`config.mk`:
```
export PLATFORM = sky130hd
export DESIGN_NAME = multi_pattern_substring_filter_top
export DESIGN_NICKNAME = d
export VERILOG_FILES = /design/src/hw/rtl/mpsf_pkg.sv /design/src/hw/rtl/mpsf_ram.sv /design/src/hw/rtl/multi_pattern_substring_filter_top.sv
export SDC_FILE = /design/constraint.sdc
export NUM_CORES = 2
export LEC_CHECK = 0
export BUFFER_PORTS_ARGS = -buffer_cell sky130_fd_sc_hd__buf_4
export CORE_MARGIN = 2
export CORE_UTILIZATION = 50
export CTS_CLUSTER_SIZE = 24
export DETAILED_ROUTE_END_ITERATION = 8
export GPL_TIMING_DRIVEN = 0
export PLACE_DENSITY = 0.71
export SETUP_SLACK_MARGIN = 0.02
export SYNTH_ARGS = -nofsm -noshare
export SYNTH_HDL_FRONTEND = slang
export SYNTH_SLANG_ARGS = --single-unit
export TNS_END_PERCENT = 100
```
`constraint.sdc`:
```
create_clock -name clk -period 5.9 [get_ports clk]
set_clock_uncertainty 0.2 [all_clocks]
set_input_delay 0.885 -clock clk [delete_from_list [all_inputs] [get_ports clk]]
set_output_delay 0.885 -clock clk [all_outputs]
set_load 0.01 [all_outputs]
```
`src/hw/rtl/mpsf_pkg.sv`:
```
// Package of the multi-pattern substring filter: sizes, request and result
// structs and byte helpers. Depends on nothing.
package mpsf_pkg;

  localparam int MaxPatterns     = 8;
  localparam int PatternCapacity = 32;
  localparam int IdxW  = $clog2(MaxPatterns);
  localparam int PosW  = $clog2(PatternCapacity);
  localparam int CntW  = $clog2(MaxPatterns + 1);
  localparam int AddrW = IdxW + PosW;
  localparam int VecW  = PatternCapacity - 1;

  localparam logic [7:0] ChBar   = 8'h7C;
  localparam logic [7:0] ChSpace = 8'h20;
  localparam logic [7:0] ChTab   = 8'h09;
  localparam logic [7:0] ChCr    = 8'h0D;
  localparam logic [7:0] ChLf    = 8'h0A;
  localparam logic [7:0] ChUpA   = 8'h41;
  localparam logic [7:0] ChUpZ   = 8'h5A;

  localparam logic KindSpec    = 1'b0;
  localparam logic KindDisplay = 1'b1;

  typedef struct packed {
    logic       kind;
    logic [7:0] char_code;
    logic       last;
  } item_t;

  typedef struct packed {
    logic       result_kind;
    logic [3:0] pattern_count;
    logic       patterns_dropped;
    logic       name_matched;
    logic [2:0] match_index;
  } result_t;

  function automatic logic is_blank(input logic [7:0] c);
    return (c == ChSpace) || (c == ChTab) || (c == ChCr) || (c == ChLf);
  endfunction

  function automatic logic [7:0] fold(input logic [7:0] c);
    return (c >= ChUpA && c <= ChUpZ) ? (c + 8'h20) : c;
  endfunction

endpackage

```
`src/hw/rtl/mpsf_ram.sv`:
```
// Generic single-port-write, single-port-read RAM with registered read.
// Depends on nothing.
module mpsf_ram #(
  parameter int Width = 8,
  parameter int Depth = 256
) (
  input  logic                     clk,
  input  logic                     we,
  input  logic [$clog2(Depth)-1:0] waddr,
  input  logic [Width-1:0]         wdata,
  input  logic [$clog2(Depth)-1:0] raddr,
  output logic [Width-1:0]         rdata
);
  logic [Width-1:0] mem [Depth];

  always_ff @(posedge clk) begin
    if (we) begin
      mem[waddr] <= wdata;
    end
    rdata <= mem[raddr];
  end
endmodule

```
`src/hw/rtl/multi_pattern_substring_filter_top.sv`:
```
// Spec bytes are taken with busy low, and the result of a spec byte, if any,
// appears on the next cycle. A display byte reads every stored pattern byte from the
// pattern RAM, one per cycle, while busy; a zero byte skips the reads and goes straight
// to the final state. Its result follows as busy falls.
// Results are strobed on done for one cycle and cannot be stalled.
// Synchronous reset clears the control state; the pattern RAM is not cleared.
module multi_pattern_substring_filter_top (
  input  logic             clk,
  input  logic             rst,
  input  logic             start,
  output logic             busy,
  input  mpsf_pkg::item_t  item,
  output logic             done,
  output mpsf_pkg::result_t result
);
  import mpsf_pkg::*;

  typedef enum logic [2:0] {
    ST_IDLE = 3'b001,
    ST_SCAN = 3'b010,
    ST_FIN  = 3'b100
  } state_t;

  state_t state;
  logic accept;

  // Spec parse state.
  logic [CntW-1:0] stored_count;
  logic            dropped_flag;
  logic            spec_in_progress;
  logic            alt_seen;
  logic [PosW:0]   alt_raw;
  logic [PosW:0]   alt_trim;
  logic [PosW-1:0] lengths [MaxPatterns];

  // Display search state.
  logic            display_in_progress;
  logic [VecW-1:0] pmv [MaxPatterns];
  logic [MaxPatterns-1:0] found;
  logic [7:0]      cur_char;
  logic            cur_last;
  logic [CntW-1:0] pi;
  logic [PosW-1:0] pj;
  logic            rd_v, rd_last;
  logic [PosW-1:0] rd_j;
  logic [IdxW-1:0] rd_i;
  logic [VecW-1:0] eq_acc;

  logic            ram_we;
  logic [AddrW-1:0] ram_waddr, ram_raddr;
  logic [7:0]      ram_rdata;

  assign busy   = (state != ST_IDLE);
  assign accept = start && !busy;

  // Combinational parse of one spec byte.
  logic            s_seen, s_fin, s_drop, s_store;
  logic [PosW:0]   s_raw, s_trim;
  logic [CntW-1:0] s_cnt;
  logic            s_blank;

  always_comb begin
    s_cnt   = spec_in_progress ? stored_count : '0;
    s_drop  = spec_in_progress ? dropped_flag : 1'b0;
    s_seen  = spec_in_progress ? alt_seen : 1'b0;
    s_raw   = spec_in_progress ? alt_raw : '0;
    s_trim  = spec_in_progress ? alt_trim : '0;
    s_blank = is_blank(item.char_code);
    ram_we  = 1'b0;
    ram_waddr = {s_cnt[IdxW-1:0], s_raw[PosW-1:0]};
    s_store = 1'b0;
    if (item.char_code != 8'h00 && item.char_code != ChBar &&
        !(s_blank && !s_seen)) begin
      s_seen = 1'b1;
      if (s_raw < (PosW+1)'(PatternCapacity)) begin
        ram_we = accept && (item.kind == KindSpec) && (s_cnt < CntW'(MaxPatterns));
        s_raw  = s_raw + 1'b1;
      end
      if (!s_blank) begin
        s_trim = s_raw;
      end
    end
    // A bar or the final byte closes the current alternative.
    s_fin = item.last || (item.char_code == ChBar);
    if (s_fin && s_trim != '0) begin
      if (s_cnt >= CntW'(MaxPatterns) || s_trim >= (PosW+1)'(PatternCapacity)) begin
        s_drop = 1'b1;
      end else begin
        s_store = 1'b1;
      end
    end
  end

  // Shift-and step for the byte coming back from the RAM.
  logic            hit;
  logic [VecW-1:0] eq_now, v_new;
  always_comb begin
    hit    = (fold(ram_rdata) == cur_char);
    eq_now = eq_acc | (VecW'(hit) << rd_j);
    v_new  = ((pmv[rd_i] << 1) | VecW'(1)) & eq_now;
  end

  logic [PosW-1:0] cur_len;
  assign cur_len   = lengths[pi[IdxW-1:0]];
  assign ram_raddr = {pi[IdxW-1:0], pj};

  mpsf_ram #(.Width(8), .Depth(MaxPatterns * PatternCapacity)) u_store (
    .clk  (clk),
    .we   (ram_we),
    .waddr(ram_waddr),
    .wdata(item.char_code),
    .raddr(ram_raddr),
    .rdata(ram_rdata)
  );

  logic            any_found;
  logic [2:0]      first_idx;
  always_comb begin
    any_found = 1'b0;
    first_idx = '0;
    for (int k = MaxPatterns - 1; k >= 0; k--) begin
      if (found[k]) begin
        any_found = 1'b1;
        first_idx = 3'(k);
      end
    end
  end

  always_ff @(posedge clk) begin
    if (rst) begin
      state <= ST_IDLE;
      stored_count <= '0;
      dropped_flag <= 1'b0;
      spec_in_progress <= 1'b0;
      alt_seen <= 1'b0;
      alt_raw <= '0;
      alt_trim <= '0;
      display_in_progress <= 1'b0;
      found <= '0;
      done <= 1'b0;
      rd_v <= 1'b0;
      for (int k = 0; k < MaxPatterns; k++) begin
        pmv[k] <= '0;
      end
    end else begin
      case (state)
        ST_IDLE: begin
          done <= accept && (item.kind == KindSpec) && item.last;
          if (accept && item.kind == KindSpec) begin
            display_in_progress <= 1'b0;
            if (s_store) begin
              lengths[s_cnt[IdxW-1:0]] <= s_trim[PosW-1:0];
            end
            stored_count <= s_store ? s_cnt + 1'b1 : s_cnt;
            dropped_flag <= s_drop;
            if (s_fin) begin
              alt_seen <= 1'b0;
              alt_raw  <= '0;
              alt_trim <= '0;
            end else begin
              alt_seen <= s_seen;
              alt_raw  <= s_raw;
              alt_trim <= s_trim;
            end
            spec_in_progress <= !item.last;
            if (item.last) begin
              result.result_kind      <= KindSpec;
              result.pattern_count    <= 4'(s_store ? s_cnt + 1'b1 : s_cnt);
              result.patterns_dropped <= s_drop;
              result.name_matched     <= 1'b0;
              result.match_index      <= '0;
            end
          end else if (accept) begin
            if (!display_in_progress) begin
              found <= '0;
              for (int k = 0; k < MaxPatterns; k++) begin
                pmv[k] <= '0;
              end
            end
            display_in_progress <= 1'b1;
            cur_char <= fold(item.char_code);
            cur_last <= item.last;
            pi <= '0;
            pj <= '0;
            eq_acc <= '0;
            state <= (item.char_code == 8'h00) ? ST_FIN : ST_SCAN;
          end
        end
        ST_SCAN: begin
          done <= 1'b0;
          rd_v <= (pi < stored_count);
          if (pi < stored_count) begin
            rd_i    <= pi[IdxW-1:0];
            rd_j    <= pj;
            rd_last <= (pj == cur_len - 1'b1);
            if (pj == cur_len - 1'b1) begin
              pi <= pi + 1'b1;
              pj <= '0;
            end else begin
              pj <= pj + 1'b1;
            end
          end else if (!rd_v) begin
            state <= ST_FIN;
          end
          if (rd_v) begin
            if (rd_last) begin
              pmv[rd_i] <= v_new;
              eq_acc    <= '0;
              if (v_new[rd_j]) begin
                found[rd_i] <= 1'b1;
              end
            end else begin
              eq_acc <= eq_now;
            end
          end
        end
        ST_FIN: begin
          state <= ST_IDLE;
          done  <= cur_last;
          if (cur_last) begin
            display_in_progress <= 1'b0;
            result.result_kind      <= KindDisplay;
            result.pattern_count    <= 4'(stored_count);
            result.patterns_dropped <= dropped_flag;
            result.name_matched     <= any_found;
            result.match_index      <= first_idx;
          end
        end
        default: begin
          state <= ST_IDLE;
          done  <= 1'b0;
        end
      endcase
    end
  end
endmodule

```
**After elaboration in Yosys (flattened, before gate mapping)**

Memory sizes are Yosys's and may differ from the RTL's. A register that Yosys moved wholly into a read port is not among the register bits.
Cells that the tools add are included.

- Flip-flop bits (word level): 101
- RAM bits: 2336
- Bits of input ports: 13
- Output and inout port bits: 12
- Logic and storage cells: 235
- Memories kept: 3

Memories:

| name | depth | bits a word | rd ports | clocked after memory_dff | wr ports | line | RTL |
|---|---|---|---|---|---|---|---|
| u_store.mem | 256 | 8 | 1 | 1 | 1 | mpsf_ram.sv:14 | `logic [Width-1:0] mem [Depth];` |
| pmv | 8 | 31 | 1 | 1 | 8 | multi_pattern_substring_filter_top.sv:38 | `logic [VecW-1:0] pmv [MaxPatterns];` |
| lengths | 8 | 5 | 1 | 1 | 1 | multi_pattern_substring_filter_top.sv:34 | `logic [PosW-1:0] lengths [MaxPatterns];` |

- Add/sub/neg operators: 7
- Order comparisons: 12
- Equal/unequal tests: 26
- Shifts and indexed selects: 1
- Multiplexer cells: 112
- Bitwise gates (word level): 14
- Reduce and logical (&&, ||, !) cells: 36

Operators by type and width:

| cell | number |
|---|---|
| two-way mux 31 bit | 13 |
| two-way mux 8 bit | 8 |
| case mux 31 bit (2 select lines) | 1 |
| two-way mux 3 bit | 16 |
| two-way mux 6 bit | 8 |
| two-way mux 1 bit | 44 |
| bitwise AND 31 bit | 1 |
| bitwise OR 31 bit | 1 |
| OR reduction 31 bit | 1 |
| left shift 1 x 5 -> 31 bit | 1 |
| two-way mux 10 bit | 3 |
| inequality test 2 bit (second input constant) | 13 |
| == test 8 x 4 -> 1 bit (second input constant) | 3 |
| two-way mux 4 bit | 6 |
| two-way mux 5 bit | 4 |
| case mux 10 bit (2 select lines) | 1 |
| adder 8 x 6 -> 8 bit (second input constant) | 2 |
| greater-or-equal comparator 8 x 7 -> 1 bit (second input constant) | 2 |
| less-or-equal comparator 8 x 7 -> 1 bit (second input constant) | 2 |
| case mux 8 bit (2 select lines) | 1 |
| AND reduction 5 bit | 3 |
| logical AND 1 bit | 11 |
| case mux 5 bit (2 select lines) | 1 |
| adder 4 x 1 -> 4 bit (second input constant) | 2 |
| 40 further kinds | 60 |

**Logic depth before layout (Yosys ltp)**

- Depth in word-level cells: 17
- Mapped depth: 14
- Depth with buffers taken out: 12

**By module**

From an unflattened synthesis, not the netlist that was laid out.

- Cells, all modules: 5178
- Area, all modules: 97628.6 um^2

Modules (own cells, without submodules):

| module | instances | cells an instance | area an instance (um^2) | sequential area each (um^2) |
|---|---|---|---|---|
| mpsf_ram | 1 | 3733 | 79556.3 | 61659.1 |
| multi_pattern_substring_filter_top | 1 | 1445 | 18072.3 | 11230.8 |

**Least setup slack after synthesis**

Ideal clock, no wire load.

- Path kind: input-to-reg
- From: in item[4] (netlist name)
- To: mem lengths[1][0] (netlist name), enable pin
- Arrival time: 3.698 ns
- Data required time: 5.319 ns
- Slack: 1.620 ns
- Stages on the path: 11
- Path buffers: 2
- Cell sequence: inv_1 -> o41ai_1 -> nand3_1 -> a21oi_1 -> clkbuf_1 -> mux2i_1 -> nor2_1 -> a2111oi_2 -> buf_2 -> nand2_1 -> nor4_1

- Word-level cells in the longest chain between the ends: 17
- Elaborated cells on any way between the ends: 28
- Those cells by class: order compare (1); eq/ne (6); mux (9); reduce/logical (12)

RTL lines:

| element | line | RTL |
|---|---|---|
| start, declared | multi_pattern_substring_filter_top.sv:12 | `input mpsf_pkg::item_t item,` |
| == test 8 x 6 -> 1 bit / == test 8 x 4 -> 1 bit (equally long branches) | mpsf_pkg.sv:39 | `return (c == ChSpace) \|\| (c == ChTab) \|\| (c == ChCr) \|\| (c == ChLf);` |
| logical OR 1 bit (3 in series) | mpsf_pkg.sv:39 |  |
| logical AND 1 bit | multi_pattern_substring_filter_top.sv:73 | `!(s_blank && !s_seen)) begin` |
| zero test 1 bit | multi_pattern_substring_filter_top.sv:73 |  |
| logical AND 1 bit | multi_pattern_substring_filter_top.sv:72 | `if (item.char_code != 8'h00 && item.char_code != ChBar &&` |
| two-way mux 6 bit | multi_pattern_substring_filter_top.sv:72 |  |
| greater-or-equal comparator 6 bit | multi_pattern_substring_filter_top.sv:86 | `if (s_cnt >= CntW'(MaxPatterns) \|\| s_trim >= (PosW+1)'(PatternCapacity)) begin` |
| logical OR 1 bit | multi_pattern_substring_filter_top.sv:86 |  |
| two-way mux 1 bit | multi_pattern_substring_filter_top.sv:86 |  |
| two-way mux 1 bit (*) | multi_pattern_substring_filter_top.sv:85 | `if (s_fin && s_trim != '0) begin` |
| two-way mux 1 bit (*) | multi_pattern_substring_filter_top.sv:151 | `if (s_store) begin` |
| two-way mux 1 bit (*) | multi_pattern_substring_filter_top.sv:149 | `if (accept && item.kind == KindSpec) begin` |
| two-way mux 1 bit (*) | multi_pattern_substring_filter_top.sv:146 | `case (state)` |
| two-way mux 1 bit (*) | multi_pattern_substring_filter_top.sv:130 | `if (rst) begin` |
| two-way mux 1 bit (implied by the code) (*) | multi_pattern_substring_filter_top.sv:152 | `lengths[s_cnt[IdxW-1:0]] <= s_trim[PosW-1:0];` |
| end, declared | multi_pattern_substring_filter_top.sv:34 |  |

Every way passes the cells marked *; elsewhere a longest branch is shown, timed or not.

==> impl_metrics.yaml <==
final_layout:
  multi_input_area_um2: 23100
  seqCellArea_um2: 72900
  final_area_um2: 109000
  syn2layout_area_growth_pct: 12.0
  layout.nets: 5076
  drive_gt1_frac: 0.238
  layout.cells.non_filler: 7785
  fillCellCount: 13945
  utilization: 0.565
worst_setup_path:
  cpMaxStageDelayCell: "clkbuf_1"
  cp.required_ns: 6.32
  cp.buffers_inverters: 4
  cp.arrival_ns: 6.42
  cp-startpoint: "pj[1]$_SDFFCE_PP0P_"
  worstSetupPathType: "reg2reg"
  cp_max_fo: 10
  worstPathCellList: "buf_2 -> clkbuf_1 -> buf_1 -> buf_2 -> mux4_2 -> mux4_2 -> mux4_2 -> nand2_1 -> a31oi_1"
  crit_top_cell: "mux4_2"
  critical-path-top-delay-family: "buffers and inverters"
  critical_path.max_stage_delay_ns: 1.08
  endpoint_kind: "flop"
  cp-start-kind: "flop"
  r2r_start: "pj[1]$_SDFFCE_PP0P_"
sta:
  slew_violations: 22
  finalHoldViolCount: 0
  setup_viol: 5
  rsz0062_at_grt: "yes"
  period_share: 1.02
  max_freq_mhz: 167
  worstMarginPinSlew_ns: 1.55
  final.setup.worst_slack_ns: -0.0989
  fin_tns_setup_ns: -0.166
  min_period_ns: 6.00
  max_slew_margin: -0.0331
route:
  firstDrtPassIters: 8
  wl_per_cell_um: 34.3
  routed_wl_um: 267000
  vias: 51694
  antenna_left: 0
  vias_per_cell: 6.64
  drc: 0
  drt_iter0_drc: 8321
clock_tree:
  clockBufferDepth: 3
  cts_buffers: 229
  cts_max_level: 4
  cts_sinks: 2443
  path_clk_slew_ns: 0.06
  cts_tree: "built"
  clockRootBuffer: "clkbuf_16"
  clk_latency_ns: 0.87
  post_cts_buffers: 0
global_route:
  grt.total_usage: 0.270
  gr-total-overflow: 0
  grt_pass1_vias: 50004
  grt_start_max_net_pins: 163
  grt_first_pass_wirelength_um: 376000
  antenna_found_initial: 17
synth:
  ys_top_cells_by_count: "edfxtp_1 (2396), mux4_2 (720), nor2_1 (624)"
  synthSimpleGateAreaFrac: 0.0410
  synth_top_family_by_area: "multiplexers"
  yosys_warnings: 0
  ys_async_sr_fraction: 0
  netlist_area_um2: 97200
  synth.most_common_cell: "edfxtp_1"
  syn_nets: 4793
  synthFlopType: "edfxtp_1"
  synth_cells: 4767
  ys_types: 71
  synth_edf_count: 2396
  synthTopCellsByArea: "edfxtp_1 (74%), mux4_2 (17%), nor2_1 (2.4%)"
  synth-seq-area-share: 0.750
  synthAdderAreaFrac: 0.00167
  synth-xor-area-share: 0.00237
  synth_mux_area_frac: 0.177
  synth_compound_gate_area_share: 0.0152
  synth.largest_area_cell: "edfxtp_1"
  synth-seq-cells: 2443
  postSynthAreaPerCell_um2: 20.4
  synth_top_cell_area_share: 0.741
placed_design:
  pre_cts_ws_ns: -0.664
  gp_congestion: 0.939
  dpl.cell_count: 7341
  placed_area_um2: 101000
  io_buffers: 24
  dp_hpwl_um: 172000
run_status:
  status: "finished, violations left"
  violations: "capacitance limit, slew limit, setup timing"
power:
  ir_worst_vdd_v: 0.000271
  p_leak_nw: 33.8
  powerDensity_nw_per_um2: 332
die:
  die_h_um: 445
  initial_core_util: 0.504
  io_pins: 25
  die_area_um2: 198000
  rows: 161
  coreArea_um2: 193000
  die_w_um: 445
min_path:
  hp-start: "rst"
  min_path_type: "in2reg"
job:
  drv_cap: 3
-- repair_timing --
action                     CTS  global route
gates resized for setup      0             4
setup endpoints to repair    0            73
hold endpoints to repair     1             0
hold buffers                 1             0
-- worst register-to-register path: stages, from the launching register on --
cell,delay [ns]
edfxtp_1,0.38
buf_2,0.47
clkbuf_1,1.10
buf_1,0.82
buf_2,0.82
mux4_2,0.47
mux4_2,0.62
mux4_2,0.51
nand2_1,0.08
a31oi_1,0.27
-- logic make-up after synthesis --
| logic type | count (synthesis) |
|---|---|
| AOI/OAI and AO/OA | 215 |
| xor gates and xnor gates | 23 |
| adders and majority gates | 13 |
| buffers and inverters | 314 |
| DFF | 2443 |
| muxes | 812 |
| and+or+nand+nor | 947 |
-- per-stage QoR --
stage,hold slack [ns],total power [mW]
5_1_grt,0.110,36.9
4_1_cts,0.0572,36.1
3_3_place_gp,0.231,21.4
2_1_floorplan,0.224,20.6
3_5_place_dp,0.237,21.5
6_report,0.109,36.1
-- power breakdown --
group          internal (mW)  leakage [nW]  total (mW)  switching, mW
Clock                   8.46          3.67        15.0           6.52
Sequential              19.2          22.3        19.3         0.0656
Combinational          0.649          7.78        1.85           1.20
Total                   28.3          33.8        36.1           7.79
-- layout make-up --
type / count / area share
antenna: 12 / 0.000276
buffer: 282 / 0.0108
clock buffer: 290 / 0.0558
clock inverter: 138 / 0.0139
inverter: 32 / 0.00110
multi-input combinational: 2010 / 0.212
sequential: 2443 / 0.670
tap: 2526 / 0.0290
timing repair buffer: 52 / 0.00748
-- layout by cell type (no fill, tap or decap), types with 18 or more instances in the layout --
cell,synthesis,routed
o21ai_0,26,26
buf_4,1,18
bufinv_16,0,27
clkinv_2,0,39
buf_2,60,65
buf_1,43,38
nand3_1,56,56
nor3_1,20,19
a22oi_1,21,21
clkbuf_1,178,211
clkinv_1,2,51
inv_1,29,29
nand2_1,133,125
mux4_2,720,720
dfxtp_1,47,47
or2_2,20,20
edfxtp_1,2396,2396
nor2_1,624,624
clkbuf_2,0,20
clkbuf_16,0,232
mux2i_1,66,66
a21oi_1,37,36
mux2_2,26,26
-- sequential cells by signal (all words and copies together) (netlist names), 3 cells and up, named ones only --
register / flops
rd_i: 3
alt_raw: 6
found: 8
pj: 5
lengths: 40
u_store.mem: 2048
alt_trim: 6
cur_char: 8
rd_j: 5
u_store.rdata: 8
pmv: 240
pi: 4
result: 10
stored_count: 4
eq_acc: 31
state: 3
-- metal layers --
metal,track usage,vias to the layer above,part of all wire
met5,0,-,0.000041
met4,0.103,2,0.041
met3,0.0632,540,0.12
met2,0.417,3808,0.47
met1,0.378,27201,0.37
li1,-,20143,-
-- worst paths after layout --
kind | slack [ns] | cells after the start | end
worst min-delay path | 0.11 | 3 | state[0]$_SDFFE_PP1P_
worst min register to register | 0.25 | 0 | rd_j[3]$_DFFE_PP_
worst max register to register | -0.1 | 9 | u_store.rdata[6]$_DFF_P_
worst max-delay path | -0.1 | 9 | u_store.rdata[6]$_DFF_P_
(Power assumes the default switching activity.)
